--- src/hw/rtl/lsed_pkg.sv ---
// shared widths, defaults, register map and stage tag type of the line-scan edge detector
package lsed_pkg;

	localparam int SAMPLE_W   = 12;
	localparam int SAMPLE_MAX = 4095;
	localparam int DIFF_THR_W = 12;
	localparam int LINE_THR_W = 16;
	localparam int INDEX_W    = 8;
	localparam int APB_DATA_W = 32;
	localparam int APB_ADDR_W = 3;
	localparam int S_TDATA_W  = 16;
	localparam int M_TDATA_W  = 8;

	localparam int DEF_SCAN_LENGTH   = 128;
	localparam int DEF_DIFF_WINDOW   = 4;
	localparam int DEF_SMOOTH_WINDOW = 5;

	// register select by word address bit
	localparam logic REG_DIFF_THR = 1'b0;
	localparam logic REG_LINE_THR = 1'b1;

	// sideband that travels with a sample through the filter stages
	typedef struct packed {
		logic               side;
		logic               last;
		logic               take;
		logic [INDEX_W-1:0] pos;
	} tag_t;

endpackage

--- src/hw/rtl/lsed_filter.sv ---
// filter pipeline: windowed first difference, threshold, moving sum, second difference
module lsed_filter #(
	parameter int DIFF_WINDOW   = lsed_pkg::DEF_DIFF_WINDOW,
	parameter int SMOOTH_WINDOW = lsed_pkg::DEF_SMOOTH_WINDOW,
	localparam int Q_W  = $clog2(lsed_pkg::SAMPLE_MAX / DIFF_WINDOW + 1),
	localparam int S_W  = $clog2(SMOOTH_WINDOW * (lsed_pkg::SAMPLE_MAX / DIFF_WINDOW) + 1) + 1,
	localparam int DD_W = S_W + 1
) (
	input  logic                                clk,
	input  logic                                arst_n,
	input  logic                                adv,
	input  logic                                in_valid,
	input  logic [lsed_pkg::SAMPLE_W-1:0]       in_sample,
	input  lsed_pkg::tag_t                      in_tag,
	input  logic [lsed_pkg::DIFF_THR_W-1:0]     core_thr,
	output logic                                out_valid,
	output lsed_pkg::tag_t                      out_tag,
	output logic signed [DD_W-1:0]              out_dd
);

	localparam int SW_   = lsed_pkg::SAMPLE_W;
	localparam int SH    = SW_ + $clog2(DIFF_WINDOW);
	localparam int RECIP = ((1 << SH) + DIFF_WINDOW - 1) / DIFF_WINDOW;
	localparam int REC_W = SW_ + 1;
	localparam int PROD_W = SW_ + REC_W;
	localparam int D_W   = Q_W + 1;
	localparam int PL    = DIFF_WINDOW - 1;

	// stage 1: input register
	logic                 v_s1;
	lsed_pkg::tag_t       tag_s1;
	logic [SW_-1:0]       sample_s1;
	logic [SW_-1:0]       pix_q [PL];

	// stage 2: magnitude of the raw difference
	logic                 v_s2;
	lsed_pkg::tag_t       tag_s2;
	logic [SW_-1:0]       mag_s2;
	logic                 neg_s2;

	// stage 3: reciprocal product
	logic                 v_s3;
	lsed_pkg::tag_t       tag_s3;
	logic [PROD_W-1:0]    prod_s3;
	logic                 neg_s3;

	// stage 4: thresholded first difference
	logic                 v_s4;
	lsed_pkg::tag_t       tag_s4;
	logic signed [D_W-1:0] d_s4;
	logic signed [D_W-1:0] win_q [SMOOTH_WINDOW];
	logic signed [S_W-1:0] sum_q;

	// stage 5: moving sum
	logic                 v_s5;
	lsed_pkg::tag_t       tag_s5;
	logic signed [S_W-1:0] s_s5;
	logic signed [S_W-1:0] sline_q [PL];

	// stage 6: second difference
	logic                 v_s6;
	lsed_pkg::tag_t       tag_s6;
	logic signed [DD_W-1:0] dd_s6;

	logic signed [SW_:0]   diff;
	logic [SW_-1:0]        mag;
	logic [Q_W-1:0]        q;
	logic signed [D_W-1:0] q_s;
	logic signed [D_W-1:0] d_nx;
	logic signed [S_W-1:0] sum_nx;
	logic signed [DD_W-1:0] dd_nx;
	logic                  fire1;
	logic                  fire4;
	logic                  fire5;

	assign fire1 = adv && v_s1 && tag_s1.take;
	assign fire4 = adv && v_s4 && tag_s4.take;
	assign fire5 = adv && v_s5 && tag_s5.take;

	always_comb begin
		diff = $signed({1'b0, sample_s1}) - $signed({1'b0, pix_q[PL-1]});
		mag  = diff[SW_] ? SW_'(-diff) : SW_'(diff);
	end

	// quotient is exact for every 12-bit magnitude with this rounded-up reciprocal
	always_comb begin
		q   = prod_s3[SH +: Q_W];
		q_s = D_W'(q);
		if (lsed_pkg::DIFF_THR_W'(q) < core_thr) begin
			d_nx = '0;
		end else if (neg_s3) begin
			d_nx = -q_s;
		end else begin
			d_nx = q_s;
		end
	end

	assign sum_nx = sum_q + S_W'(d_s4) - S_W'(win_q[SMOOTH_WINDOW-1]);
	assign dd_nx  = DD_W'(s_s5) - DD_W'(sline_q[PL-1]);

	always_ff @(posedge clk or negedge arst_n) begin
		if (!arst_n) begin
			v_s1 <= 1'b0;
			v_s2 <= 1'b0;
			v_s3 <= 1'b0;
			v_s4 <= 1'b0;
			v_s5 <= 1'b0;
			v_s6 <= 1'b0;
		end else if (adv) begin
			v_s1 <= in_valid;
			v_s2 <= v_s1;
			v_s3 <= v_s2;
			v_s4 <= v_s3;
			v_s5 <= v_s4;
			v_s6 <= v_s5;
		end
	end

	always_ff @(posedge clk) begin
		if (adv) begin
			tag_s1    <= in_tag;
			sample_s1 <= in_sample;
			tag_s2    <= tag_s1;
			mag_s2    <= mag;
			neg_s2    <= diff[SW_];
			tag_s3    <= tag_s2;
			prod_s3   <= PROD_W'(mag_s2) * PROD_W'(RECIP);
			neg_s3    <= neg_s2;
			tag_s4    <= tag_s3;
			d_s4      <= d_nx;
			tag_s5    <= tag_s4;
			s_s5      <= sum_nx;
			tag_s6    <= tag_s5;
			dd_s6     <= dd_nx;
		end
	end

	// delay lines start from zero and only move on samples inside the scan
	always_ff @(posedge clk or negedge arst_n) begin
		if (!arst_n) begin
			for (int i = 0; i < PL; i++) begin
				pix_q[i]   <= '0;
				sline_q[i] <= '0;
			end
			for (int i = 0; i < SMOOTH_WINDOW; i++) begin
				win_q[i] <= '0;
			end
			sum_q <= '0;
		end else begin
			if (fire1) begin
				pix_q[0] <= sample_s1;
				for (int i = 1; i < PL; i++) begin
					pix_q[i] <= pix_q[i-1];
				end
			end
			if (fire4) begin
				win_q[0] <= d_s4;
				for (int i = 1; i < SMOOTH_WINDOW; i++) begin
					win_q[i] <= win_q[i-1];
				end
				sum_q <= sum_nx;
			end
			if (fire5) begin
				sline_q[0] <= s_s5;
				for (int i = 1; i < PL; i++) begin
					sline_q[i] <= sline_q[i-1];
				end
			end
		end
	end

	assign out_valid = v_s6;
	assign out_tag   = tag_s6;
	assign out_dd    = dd_s6;

endmodule

--- src/hw/rtl/line_scan_edge_detector_top.sv ---
// top level of the line-scan edge detector: stream ports, registers, mark tracking, result
// a result beat comes from the beat that carries tlast once it has passed the filter and the result register
// throughput: one sample beat per cycle through the six-stage filter and the result register
// the whole pipeline stalls only while a result beat waits on m_tready
// reset: arst_n clears thresholds, delay lines, sums, position, mark state and all valids
// after reset the block takes beats at once; no clearing pass
module line_scan_edge_detector_top #(
	parameter int SCAN_LENGTH   = lsed_pkg::DEF_SCAN_LENGTH,
	parameter int DIFF_WINDOW   = lsed_pkg::DEF_DIFF_WINDOW,
	parameter int SMOOTH_WINDOW = lsed_pkg::DEF_SMOOTH_WINDOW
) (
	input  logic                              clk,
	input  logic                              arst_n,
	// sample stream
	input  logic                              s_tvalid,
	output logic                              s_tready,
	input  logic [lsed_pkg::S_TDATA_W-1:0]    s_tdata,   // [11:0] sample, [15:12] zero
	input  logic                              s_tuser,   // [0] side (0 left, 1 right)
	input  logic                              s_tlast,   // final pixel of the scan
	// result stream
	output logic                              m_tvalid,
	input  logic                              m_tready,
	output logic [lsed_pkg::M_TDATA_W-1:0]    m_tdata,   // [7:0] line_index
	output logic                              m_tuser,   // [0] found
	// register port
	input  logic                              psel,
	input  logic                              penable,
	input  logic                              pwrite,
	input  logic [lsed_pkg::APB_ADDR_W-1:0]   paddr,
	input  logic [lsed_pkg::APB_DATA_W-1:0]   pwdata,
	output logic [lsed_pkg::APB_DATA_W-1:0]   prdata,
	output logic                              pready
);

	localparam int IDX_W   = lsed_pkg::INDEX_W;
	localparam int P_W     = $clog2(SCAN_LENGTH + 1);
	localparam int S_W     = $clog2(SMOOTH_WINDOW * (lsed_pkg::SAMPLE_MAX / DIFF_WINDOW) + 1) + 1;
	localparam int DD_W    = S_W + 1;
	localparam int LIM_MUL = DIFF_WINDOW * SMOOTH_WINDOW;
	localparam int LIM_W   = lsed_pkg::LINE_THR_W + $clog2(LIM_MUL + 1);
	localparam int CMP_W   = (DD_W - 1 > LIM_W) ? DD_W - 1 : LIM_W;
	// marks are only trusted once every delay line holds real samples of this scan
	localparam int MARK_START = 2 * (DIFF_WINDOW - 1) + (SMOOTH_WINDOW - 1);
	// a mark is reported at the center of the smoothing window
	localparam int MARK_OFS   = (DIFF_WINDOW - 1) + (SMOOTH_WINDOW - 1) - SMOOTH_WINDOW / 2;

	// configuration
	logic [lsed_pkg::DIFF_THR_W-1:0] diff_thr_q;
	logic [lsed_pkg::LINE_THR_W-1:0] line_thr_q;
	logic [LIM_W-1:0]                lim_q;
	logic                            cfg_wr;

	// pipeline control
	logic                adv;
	logic                s_fire;
	logic [P_W-1:0]      pos_q;
	logic                take;
	lsed_pkg::tag_t      in_tag;

	// filter output
	logic                   f_valid;
	lsed_pkg::tag_t         f_tag;
	logic signed [DD_W-1:0] f_dd;

	// mark tracking
	logic [IDX_W-1:0]    near_q;
	logic                seen_q;
	logic                mark;
	logic [IDX_W-1:0]    mark_pos;
	logic [IDX_W-1:0]    near_nx;
	logic                seen_nx;
	logic [IDX_W-1:0]    index_nx;

	// result register
	logic                m_tvalid_q;
	logic [IDX_W-1:0]    index_q;
	logic                found_q;

	// register port: word-aligned, bit 2 picks the register
	assign pready = 1'b1;
	assign cfg_wr = psel && penable && pwrite;

	always_ff @(posedge clk or negedge arst_n) begin
		if (!arst_n) begin
			diff_thr_q <= '0;
			line_thr_q <= '0;
		end else if (cfg_wr) begin
			case (paddr[2])
				lsed_pkg::REG_DIFF_THR: diff_thr_q <= pwdata[lsed_pkg::DIFF_THR_W-1:0];
				lsed_pkg::REG_LINE_THR: line_thr_q <= pwdata[lsed_pkg::LINE_THR_W-1:0];
				default: ;
			endcase
		end
	end

	always_comb begin
		case (paddr[2])
			lsed_pkg::REG_DIFF_THR: prdata = lsed_pkg::APB_DATA_W'(diff_thr_q);
			lsed_pkg::REG_LINE_THR: prdata = lsed_pkg::APB_DATA_W'(line_thr_q);
			default:                prdata = '0;
		endcase
	end

	// scaled line threshold, refreshed every cycle from the register
	always_ff @(posedge clk) begin
		lim_q <= LIM_W'(line_thr_q) * LIM_W'(LIM_MUL);
	end

	// whole pipeline moves unless a result beat is stuck at the output
	assign adv      = !m_tvalid_q || m_tready;
	assign s_tready = adv;
	assign s_fire   = s_tvalid && adv;

	// position saturates at the scan length; later samples only carry tlast
	assign take = pos_q < P_W'(SCAN_LENGTH);

	always_ff @(posedge clk or negedge arst_n) begin
		if (!arst_n) begin
			pos_q <= '0;
		end else if (s_fire) begin
			if (s_tlast) begin
				pos_q <= '0;
			end else if (take) begin
				pos_q <= pos_q + P_W'(1);
			end
		end
	end

	always_comb begin
		in_tag.side = s_tuser;
		in_tag.last = s_tlast;
		in_tag.take = take;
		in_tag.pos  = IDX_W'(pos_q);
	end

	lsed_filter #(
		.DIFF_WINDOW   (DIFF_WINDOW),
		.SMOOTH_WINDOW (SMOOTH_WINDOW)
	) u_filter (
		.clk            (clk),
		.arst_n         (arst_n),
		.adv            (adv),
		.in_valid       (s_tvalid),
		.in_sample      (s_tdata[lsed_pkg::SAMPLE_W-1:0]),
		.in_tag         (in_tag),
		.core_thr       (diff_thr_q),
		.out_valid      (f_valid),
		.out_tag        (f_tag),
		.out_dd         (f_dd)
	);

	// a taken sample past the mark start with its second difference above the scaled threshold; negative values never mark
	always_comb begin
		mark = f_tag.take && (int'(f_tag.pos) >= MARK_START) && !f_dd[DD_W-1]
			&& (CMP_W'(f_dd[DD_W-2:0]) > CMP_W'(lim_q));
		mark_pos = f_tag.pos - IDX_W'(MARK_OFS);
		// right camera keeps the first mark, left keeps the latest
		if (mark && (!f_tag.side || !seen_q)) begin
			near_nx = mark_pos;
		end else begin
			near_nx = near_q;
		end
		seen_nx = seen_q || mark;
		if (f_tag.side) begin
			index_nx = seen_nx ? near_nx + IDX_W'(SCAN_LENGTH) : IDX_W'(2 * SCAN_LENGTH - 1);
		end else begin
			index_nx = seen_nx ? near_nx : '0;
		end
	end

	// mark state, cleared at the end of each scan
	always_ff @(posedge clk or negedge arst_n) begin
		if (!arst_n) begin
			near_q     <= '0;
			seen_q     <= 1'b0;
			m_tvalid_q <= 1'b0;
		end else if (adv) begin
			m_tvalid_q <= f_valid && f_tag.last;
			if (f_valid) begin
				if (f_tag.last) begin
					near_q <= '0;
					seen_q <= 1'b0;
				end else begin
					near_q <= near_nx;
					seen_q <= seen_nx;
				end
			end
		end
	end

	// result payload
	always_ff @(posedge clk) begin
		if (adv && f_valid && f_tag.last) begin
			index_q <= index_nx;
			found_q <= seen_nx;
		end
	end

	assign m_tvalid = m_tvalid_q;
	assign m_tdata  = index_q;
	assign m_tuser  = found_q;

endmodule

--- config.mk ---
export PLATFORM = sky130hd
export DESIGN_NAME = line_scan_edge_detector_top
export DESIGN_NICKNAME = d
export VERILOG_FILES = /design/src/hw/rtl/lsed_pkg.sv /design/src/hw/rtl/lsed_filter.sv /design/src/hw/rtl/line_scan_edge_detector_top.sv
export SDC_FILE = /design/constraint.sdc
export NUM_CORES = 1
export LEC_CHECK = 0
export BUFFER_PORTS_ARGS = -buffer_cell sky130_fd_sc_hd__buf_4
export CORE_MARGIN = 3
export CORE_UTILIZATION = 66
export DETAILED_ROUTE_END_ITERATION = 10
export PLACE_DENSITY = 0.89
export SLEW_MARGIN = 15
export SYNTH_ARGS = -nofsm -noshare
export SYNTH_HDL_FRONTEND = slang
export SYNTH_HIERARCHICAL = 1
export SYNTH_SLANG_ARGS = --single-unit
export TNS_END_PERCENT = 20
--- constraint.sdc ---
create_clock -name clk -period 13.95 [get_ports clk]
set_input_delay 2.0925 -clock clk [delete_from_list [all_inputs] [get_ports clk]]
set_output_delay 2.0925 -clock clk [all_outputs]
set_load 0.01 [all_outputs]
==> results of run 1 <==
power breakdown:
part	internal [W]	switching [W]	leakage [nW]
Combinational	0.00112	0.00133	3.74
Sequential	0.00177	0.000277	4.16
Clock	0.000554	0.000397	0.565
synth_stat cells, drive strengths merged, types with 3 or more instances:
library cell    n
xor2           24
nand3          24
dfxtp          19
mux2          175
edfxtp        149
o31ai           8
and2            7
and4            3
mux2i           8
and3            5
nand2b          9
o21bai          7
nand2          56
buf            21
nor2           62
inv           123
ha             94
o21ai          54
a21o           17
or4             3
nor2b           9
a221oi          6
xnor2          43
or3             4
dfrtp         199
a211oi         10
nand4           5
a21oi          48
fa             16
nor4            6
o21a           12
nor3           13
a31oi           6
clkbuf         25
worst max path at each step:
stage | slack [ns] | endpoint | start
3_5_place_dp | 8.78 | u_filter/win_q[4] | m_tready
5_1_grt | 8.83 | s_tready | m_tready
6_report | 8.89 | s_tready | m_tready
3_3_place_gp | 8.86 | u_filter/sum_q[4] | m_tready
2_1_floorplan | 5.59 | m_tdata[0] | m_tready
4_1_cts | 8.87 | s_tready | m_tready
metrics by stage:
stage               power, W  utilization  std cells  instance area [µm²]  setup slack [ns]
detailed placement   0.00443        0.705       1670                17800              8.78
floorplan            0.00386            -       1318                17100              5.59
global placement     0.00425        0.705       1670                17800              8.86
finish               0.00544        0.752       1737                19000              8.89
global route         0.00582        0.752       1737                19000              8.83
CTS                  0.00545        0.751       1737                19000              8.87
per-layer routing:
metal | global-route usage | up-vias
met5 | 0 | -
met3 | 0.0347 | 68
met4 | 0.0753 | 0
li1 | - | 4741
met2 | 0.421 | 229
met1 | 0.280 | 4978
logic make-up after synthesis:
| kind of cell | count (synthesis) |
|---|---|
| AOI/OAI and AO/OA | 193 |
| xor gates and xnor gates | 67 |
| adders and majority gates | 110 |
| buffers and inverters | 169 |
| DFF | 367 |
| muxes | 183 |
| other | 2 |
| and+or+nand+nor | 212 |
registers in the layout (all words and copies together), names as in the netlist, 10 cells and up:
name	count
u_filter/tag_s3	11
u_filter/tag_s4	11
u_filter/sample_s1	12
u_filter/pix_q	36
u_filter/prod_s3	10
u_filter/tag_s5	11
u_filter/out_tag	11
u_filter/sum_q	14
u_filter/mag_s2	10
line_thr_q	16
u_filter/win_q	55
lim_q	19
u_filter/out_dd	15
u_filter/sline_q	42
u_filter/s_s5	14
diff_thr_q	12
u_filter/d_s4	11
u_filter/tag_s2	11
u_filter/tag_s1	11
area by class of cell:
class                   count  area [µm²]  share of cell area
clock inverters            15         119             0.00626
repair buffers             68         520              0.0274
well taps                 330         413              0.0218
multi-input cells         782        6570               0.346
flip-flops and latches    367        9830               0.518
inverters                 123         462              0.0243
clock buffers              52        1060              0.0560
==> impl_metrics.yaml, run 1 <==
status:
  status: "finished clean"
grt:
  grt_pass1_wl_um: 51900
  grt_max_degree: 113
  grt_overflow_total: 0
  grt_pass1_vias: 10400
  grt_use_total: 0.230
  antenna_found_initial: 0
critical_path:
  critical-path-top-delay-family: "simple AND/OR/NAND/NOR gates"
  start_kind: "input pin"
  path_class: "input pin to output port"
  reg2reg_to: "u_filter/win_q[4]"
  cpMostUsedCell: "buf_4"
  reg2regPathDepth: 4
  cp_num_buf_inv: 2
  crit_required_ns: 11.86
  endpoint_kind: "output port"
  cpPeakStageDelay_ns: 0.43
  cp_slowest_cell: "nand2b_4"
  cp.arrival_ns: 2.97
  cp.depth: 3
  rrSetupSlack_ns: 10.53
  r2r-start: "m_tvalid"
  cp_max_fo: 44
  worstPathCellList: "buf_4 -> nand2b_4 -> buf_4"
clock_tree:
  cts_buffer_depth: 3
  post-cts-setup-buffers: 0
  cts_buffers: 37
  cts.sinks: 367
  cts_hold_buf: 0
  post_cts_resized: 0
  clk_transition_reported_paths_ns: 0.06
  cts_root_buf: "clkbuf_16"
  cts_tree: "built"
  clk_latency_ns: 0.52
  htree_levels: 2
sta:
  skew_ns: 0.0244
  slew_violations: 0
  grt_setup_unrepaired: "false"
  final-setup-viol-count: 0
  maxClockFrequency_mhz: 198
  max_slew_margin: 0.275
  hold_viol: 0
  fin_tns_setup_ns: 0
  hold_slack_ns: 0.416
  fin_crit_sh: 0.363
  post-route-min-period_ns: 5.06
  tightest_slew_ns: 1.08
yosys:
  synthArstFlopShare: 0.542
  avgSynthCellArea_um2: 13.1
  yosys.area_share.simple: 0.0632
  synth-compound-area-share: 0.0745
  synth_mux_area_frac: 0.120
  synthFlopType: "dfrtp_1"
  synth_top_family_by_area: "multiplexers"
  ys_types: 73
  synth_warnings: 6
  netlist.area_leader.share: 0.293
  synth_area_leader_cell: "dfrtp_1"
  synth_xor_area_frac: 0.0345
  ys_seq_elements: 367
  synth_area_leaders: "dfrtp_1 29%, edfxtp_1 26%, mux2_2 12%, ha_1 6.9%, inv_1 2.7%"
  synthCells: 1303
  synth_edf_count: 149
  syn-cell-area_um2: 17000
  yosysSeqAreaShare: 0.578
  synth_fa_ha_area_frac: 0.0879
cells_and_area:
  final_cell_mix: "199 x dfrtp_1, 175 x mux2_2, 149 x edfxtp_1"
  antenna_cells: 0
  syn2layout_area_growth_pct: 11.5
  layout_commonest_cell: "dfrtp_1"
  fillCellCount: 1489
  nNetsFinal: 1549
  drive_gt1_frac: 0.228
place:
  gp_congestion: 0.853
  hpwlAfterDp_um: 21000
  port_buffers: 64
min_path:
  hp-start: "u_filter/tag_s3[7]"
  hold_path.class: "flip-flop to flip-flop"
  hold_path_depth: 0
  min_to: "u_filter/tag_s4[7]"
run:
  max_cap_violations: 0
routing:
  drtPass1Iterations: 5
  vias: 10000
  ant_nets: 0
  met2WireLength_um: 16900
  wl_met1_um: 12700
  top_layer: "met4"
  drc: 0
  wl_um: 31600
  wl_per_cell_um: 18.2
  wl_met3_um: 1110
  vias_per_cell: 5.77
  drt_iter0_drc: 880
power_and_ir_drop:
  power_density_nw_per_um2: 287
  p_leak_nw: 8.46
  ir_worst_vdd_v: 0.000166
floorplanning:
  start_util: 0.674
  num_rows: 58
  ios: 104
  die_y_um: 167
  die_area_um2: 27700
  coreArea_um2: 25300
  die_x_um: 167
No activity file was read; power rests on OpenSTA's default activity.
==> run 2: changes to the inputs <==
--- a/config.mk
+++ b/config.mk
@@ -5,11 +5,12 @@
 export SDC_FILE = /design/constraint.sdc
 export NUM_CORES = 1
 export LEC_CHECK = 0
+export ABC_AREA = 1
 export BUFFER_PORTS_ARGS = -buffer_cell sky130_fd_sc_hd__buf_4
 export CORE_MARGIN = 3
-export CORE_UTILIZATION = 66
+export CORE_UTILIZATION = 61
 export DETAILED_ROUTE_END_ITERATION = 10
-export PLACE_DENSITY = 0.89
+export PLACE_DENSITY = 0.83
 export SLEW_MARGIN = 15
 export SYNTH_ARGS = -nofsm -noshare
 export SYNTH_HDL_FRONTEND = slang
==> constraint.sdc (replaced) <==
create_clock -name clk -period 4.9 [get_ports clk]
set_input_delay 0.735 -clock clk [delete_from_list [all_inputs] [get_ports clk]]
set_output_delay 0.735 -clock clk [all_outputs]
set_load 0.01 [all_outputs]
==> run 2 against run 1 <==
Compared with the run above: clock power rose to 3.0 times the previous value; hold slack got worse by 0.12 ns; global-route usage shrank 1.2 points; critical path type is now flip-flop to flip-flop.
==> impl_metrics.yaml, run 2 <==
clock_tree:
  cts_tree: "built"
  clk_latency_ns: 0.53
  post_cts_resized: 0
  clk_transition_reported_paths_ns: 0.06
  cts.sinks: 367
  htree_levels: 2
  cts_buffer_depth: 3
  cts_root_buf: "clkbuf_16"
  post-cts-setup-buffers: 0
  cts_hold_buf: 0
  cts_buffers: 38
cells_and_area:
  register_area_um2: 9830
  syn2layout_area_growth_pct: 11.8
  multi_input_area_um2: 6330
  drive_gt1_frac: 0.0980
  antenna_cells: 0
  nNetsFinal: 2008
  layout_commonest_cell: "nand2_1"
  max_flop_register: "u_filter/win_q"
  largest_reg_flops: 55
  reg_top3: "u_filter/win_q: 55 flops, u_filter/sline_q: 42 flops, u_filter/pix_q: 36 flops"
  fillCellCount: 1975
  final_cell_mix: "387 x nand2_1, 255 x inv_1, 199 x dfrtp_1"
status:
  status: "finished clean"
run:
  max_cap_violations: 0
critical_path:
  endpoint_kind: "flip-flop"
  reg2reg_to: "u_filter/s_s5[13]"
  cp-startpoint: "u_filter/d_s4[10]"
  reg2regPathDepth: 10
  r2r-start: "u_filter/d_s4[10]"
  rrSetupSlack_ns: 2.22
  cp.arrival_ns: 2.96
  cp_max_fo: 4
  start_kind: "flip-flop"
  path_class: "flip-flop to flip-flop"
  cp-endpoint: "u_filter/s_s5[13]"
  crit_required_ns: 5.18
routing:
  ant_nets: 0
  wl_per_cell_um: 14.7
  drtPass1Iterations: 5
  wl_um: 33000
  drc: 0
  vias_per_cell: 5.32
  drt_iter0_drc: 905
  vias: 11900
grt:
  met2_usage: 0.386
  grt_util_met1: 0.275
  antenna_found_initial: 0
  grt_max_degree: 110
  grt_pass1_vias: 11800
  grt_pass1_wl_um: 54800
  grt_use_total: 0.217
  use_met3: 0.0343
  grt.busiest_layer: "met2"
  grt_overflow_total: 0
yosys:
  yosys.area_share.simple: 0.148
  synth_area_leader_cell: "dfrtp_1"
  synth_edf_count: 149
  synthTopCellsByCount: "387 x nand2_1, 255 x inv_1, 199 x dfrtp_1, 149 x edfxtp_1, 145 x o21ai_0"
  yosysMostFrequentCell: "nand2_1"
  ys_types: 51
  synthFlopType: "dfrtp_1"
  synthCells: 1774
  ys_seq_elements: 367
  syn-cell-area_um2: 17400
  synthArstFlopShare: 0.542
  synth_area_leaders: "dfrtp_1 29%, edfxtp_1 26%, nand2_1 8.4%, ha_1 6.8%, inv_1 5.5%"
  synth_mux_area_frac: 0.00454
  synth_xor_area_frac: 0.0292
  synth_top_family_by_area: "simple AND/OR/NAND/NOR gates"
  avgSynthCellArea_um2: 9.80
  synth_warnings: 6
  netlist.area_leader.share: 0.287
  synth-compound-area-share: 0.0909
  synth_fa_ha_area_frac: 0.0861
  yosysSeqAreaShare: 0.566
sta:
  final-setup-viol-count: 0
  maxClockFrequency_mhz: 373
  post-route-min-period_ns: 2.68
  fin_crit_sh: 0.547
  hold_viol: 0
  grt_setup_unrepaired: "false"
  max_slew_margin: 0.402
  slew_violations: 0
  skew_ns: 0.0183
  worst_slack_ns: 2.22
  tightest_slew_ns: 0.897
  fin_tns_setup_ns: 0
floorplanning:
  die_x_um: 175
  coreArea_um2: 27900
  num_rows: 61
  die_y_um: 175
  ios: 104
  die_area_um2: 30600
  start_util: 0.622
power_and_ir_drop:
  switchingPower_w: 0.00604
  p_leak_nw: 9.43
  p_seq_frac: 0.371
  power_density_nw_per_um2: 774
  ir_worst_vdd_v: 0.000424
  p_sw_frac: 0.402
  intPower_w: 0.00900
  comb_power_share: 0.439
  clkPwrFrac: 0.190
place:
  hpwlAfterDp_um: 22100
  port_buffers: 64
  gp_congestion: 0.909
  dp_slack_ns: 1.86
min_path:
  hold_path.class: "input pin to async pin"
[run 2: changes by cell type in the layout (fill, tap and decap cells not counted), moves of 25 or more]
cell     delta
a21oi_1    +58
inv_1     +133
mux2_2    -168
nand2_1   +332
nand3_1    +31
nor2_1     +45
o21ai_0    +95
xnor2_1    -34
xor2_1     +25
[run 2: per-stage QoR]
step	hold WS [ns]	area [µm²]	std cells	utilization	power, W
2_1_floorplan	0.394	17400	1789	-	0.0104
3_3_place_gp	0.401	18200	2176	0.650	0.0116
3_5_place_dp	0.405	18200	2176	0.650	0.0120
4_1_cts	0.312	19400	2246	0.696	0.0151
5_1_grt	0.345	19400	2246	0.696	0.0163
6_report	0.292	19400	2246	0.696	0.0150
[run 2: worst min path at each step]
stage	start	cells after the start	to	slack, ns
2_1_floorplan	line_thr_q[0]	0	lim_q[2]	0.39
3_3_place_gp	u_filter/neg_s2	0	u_filter/neg_s3	0.40
3_5_place_dp	u_filter/tag_s5[1]	0	u_filter/out_tag[1]	0.40
4_1_cts	arst_n	1	near_q[1]	0.31
5_1_grt	arst_n	1	u_filter/sline_q[24]	0.35
6_report	arst_n	1	u_filter/sline_q[24]	0.29
[run 2: power groups by stage]
stage	combinational (W)	sequential (W)	clock (W)
2_1_floorplan	0.00499	0.00541	0
3_5_place_dp	0.00640	0.00560	0
5_1_grt	0.00751	0.00570	0.00305
4_1_cts	0.00655	0.00558	0.00293
3_3_place_gp	0.00603	0.00554	0
6_report	0.00660	0.00557	0.00286
[run 2: cells by family (layout without fill, tap and decap cells)]
group / Yosys count / after routing
mux: 7 / 7
fa+ha+maj: 110 / 110
compound gates: 292 / 292
other cells: 2 / 17
xor+xnor: 58 / 58
buf+inv: 322 / 401
flops: 367 / 367
simple gates: 616 / 616
[run 2: area by class of cell]
cell class,count,area share
Clock buffer,53,0.0572
Clock inverter,17,0.00799
Inverter,261,0.0504
Multi-Input combinational cell,1100,0.326
Sequential cell,367,0.506
Tap cell,378,0.0243
Timing Repair Buffer,70,0.0280
[run 2: worst max-delay path, cell delays in order (launching register included)]
cell and delay (ns):
edfxtp_1 0.43, inv_1 0.17, fa_1 0.56, inv_1 0.05
ha_1 0.34, a21o_1 0.23, a21oi_1 0.13, o21bai_1 0.07
a21oi_1 0.17, nand2_1 0.09, and2_1 0.17
[run 2: per-layer routing]
metal  part of all wire  vias to the layer above
li1                   -                     5857
met1               0.42                     5736
met2               0.52                      274
met3              0.044                       74
met4              0.022                        0
met5                  0                        -
==> run 3: changes to the inputs <==
--- a/config.mk
+++ b/config.mk
@@ -8,9 +8,9 @@
 export ABC_AREA = 1
 export BUFFER_PORTS_ARGS = -buffer_cell sky130_fd_sc_hd__buf_4
 export CORE_MARGIN = 3
-export CORE_UTILIZATION = 61
+export CORE_UTILIZATION = 55
 export DETAILED_ROUTE_END_ITERATION = 10
-export PLACE_DENSITY = 0.83
+export PLACE_DENSITY = 0.79
 export SLEW_MARGIN = 15
 export SYNTH_ARGS = -nofsm -noshare
 export SYNTH_HDL_FRONTEND = slang
==> constraint.sdc (replaced) <==
create_clock -name clk -period 2.35 [get_ports clk]
set_input_delay 0.3525 -clock clk [delete_from_list [all_inputs] [get_ports clk]]
set_output_delay 0.3525 -clock clk [all_outputs]
set_load 0.01 [all_outputs]
==> run 3 against run 2 <==
Compared with the run above: the flow now finishes with violations (negative setup slack); largest cell class unchanged; power rose by 130%; cell count rose by 3.5%; non-clock buffer count up 58; highest routed layer unchanged.
==> impl_metrics.yaml, run 3 (synthesized netlist as in run 2, its figures left out) <==
critical_path:
  reg2regPathDepth: 10
  r2r-start: "u_filter/d_s4[10]"
  crit_required_ns: 2.64
  reg2reg_to: "u_filter/s_s5[13]"
  path_class: "flip-flop to flip-flop"
  endpoint_kind: "flip-flop"
  cp.arrival_ns: 2.71
  start_kind: "flip-flop"
  cp-startpoint: "u_filter/d_s4[10]"
  rrSetupSlack_ns: -0.08
  cp_max_fo: 3
grt:
  grt_pass1_vias: 12000
  grt_overflow_total: 0
  grt_pass1_wl_um: 55600
  grt_max_degree: 73
  antenna_found_initial: 0
  grt_use_total: 0.199
cells_and_area:
  drive_gt1_frac: 0.150
  reg_top3: "u_filter/win_q: 55 flops, u_filter/sline_q: 42 flops, u_filter/pix_q: 36 flops"
  layout_commonest_cell: "nand2_1"
  largest_reg_flops: 55
  syn2layout_area_growth_pct: 17.2
  antenna_cells: 0
  nNetsFinal: 2067
  final_cell_mix: "383 x nand2_1, 245 x inv_1, 198 x dfrtp_1"
  max_flop_register: "u_filter/win_q"
sta:
  skew_ns: 0.0216
  post-route-min-period_ns: 2.43
  fin_tns_setup_ns: -0.187
  fin_crit_sh: 1.03
  tightest_slew_ns: 0.618
  max_slew_margin: 0.587
  final-setup-viol-count: 4
  maxClockFrequency_mhz: 412
  hold_viol: 0
  grt_setup_unrepaired: "true"
  slew_violations: 0
  worst_slack_ns: -0.0779
clock_tree:
  cts.sinks: 367
  cts_buffers: 39
  clk_latency_ns: 0.53
  cts_buffer_depth: 3
  cts_tree: "built"
  clk_transition_reported_paths_ns: 0.06
  cts_root_buf: "clkbuf_16"
  htree_levels: 2
min_path:
  min_to: "u_filter/tag_s1[9]"
  hold_path_depth: 1
  hp-start: "s_tlast"
  hold_path.class: "input pin to flip-flop"
floorplanning:
  die_y_um: 184
  die_x_um: 184
  start_util: 0.564
  coreArea_um2: 30800
  num_rows: 64
  die_area_um2: 33800
  ios: 104
routing:
  drc: 0
  wl_um: 33200
  vias: 12000
  vias_per_cell: 5.16
  ant_nets: 0
  drt_iter0_drc: 727
  wl_per_cell_um: 14.3
  drtPass1Iterations: 5
place:
  hpwlAfterDp_um: 23200
  gp_congestion: 0.926
  port_buffers: 64
power_and_ir_drop:
  power_w: 0.0341
  p_leak_nw: 9.80
  ir_worst_vdd_v: 0.00112
  power_density_nw_per_um2: 1680
status:
  violations: "negative setup slack"
  status: "finished, violations left"
run:
  max_cap_violations: 0
==> run 3: what timing repair did <==
| action | in CTS | in global routing |
|---|---|---|
| setup endpoints to repair | 11 | 39 |
| hold buffers | 14 | 0 |
| setup buffers | 0 | 2 |
| gates resized for setup | 11 | 59 |
| endpoints found under the hold margin | 70 | 0 |
| pin swaps | 1 | 21 |
==> run 3: worst max-delay path, cell delays in order, from the launching register on <==
cell	delay (ns)
edfxtp_1	0.34
inv_1	0.10
fa_1	0.53
inv_1	0.04
ha_1	0.32
a21o_1	0.23
a21oi_2	0.13
o21bai_2	0.09
a21oi_4	0.15
nand2_1	0.09
and2_1	0.16
==> run 3: worst max-delay path by stage <==
stage / end / slack, ns / cells after the start
CTS: u_filter/s_s5[7] / -0.08 / 11
floorplan: u_filter/s_s5[13] / 0.02 / 10
detailed placement: u_filter/s_s5[13] / -0.17 / 11
global route: u_filter/s_s5[13] / -0.18 / 11
finish: u_filter/s_s5[13] / -0.08 / 10
global placement: u_filter/s_s5[13] / -0.17 / 11
==> run 3: layout make-up <==
cell class / instances / area (µm²)
fillers: 2283 / 10500
multi-input cells: 1100 / 6640
repair buffers: 128 / 1090
clock inverters: 16 / 184
well taps: 396 / 495
clock buffers: 56 / 1140
flip-flops and latches: 367 / 9840
inverters: 261 / 980
==> run 3: power by group <==
group          switching (W)  total, W  internal [W]
Sequential           0.00127    0.0116        0.0103
Combinational        0.00978    0.0164       0.00661
Clock                0.00243   0.00617       0.00374
Total                 0.0135    0.0341        0.0206
==> run 3: metal layers <==
metal	global-route usage	up-vias	share of wire
li1	-	5972	-
met1	0.257	5754	0.44
met2	0.347	198	0.49
met3	0.0317	70	0.034
met4	0.0623	0	0.028
met5	0	-	0
==> run 3: stage by stage <==
stage / instances / setup slack (ns) / hold slack (ns) / util / cell area (µm²)
6_report: 2324 / -0.0779 / 0.0513 / 0.661 / 20400
5_1_grt: 2324 / -0.181 / 0.0254 / 0.661 / 20400
4_1_cts: 2322 / -0.0826 / 0.0247 / 0.652 / 20100
3_5_place_dp: 2236 / -0.170 / 0.393 / 0.603 / 18600
3_3_place_gp: 2236 / -0.166 / 0.399 / 0.603 / 18600
2_1_floorplan: 1789 / 0.0186 / 0.0569 / - / 17400
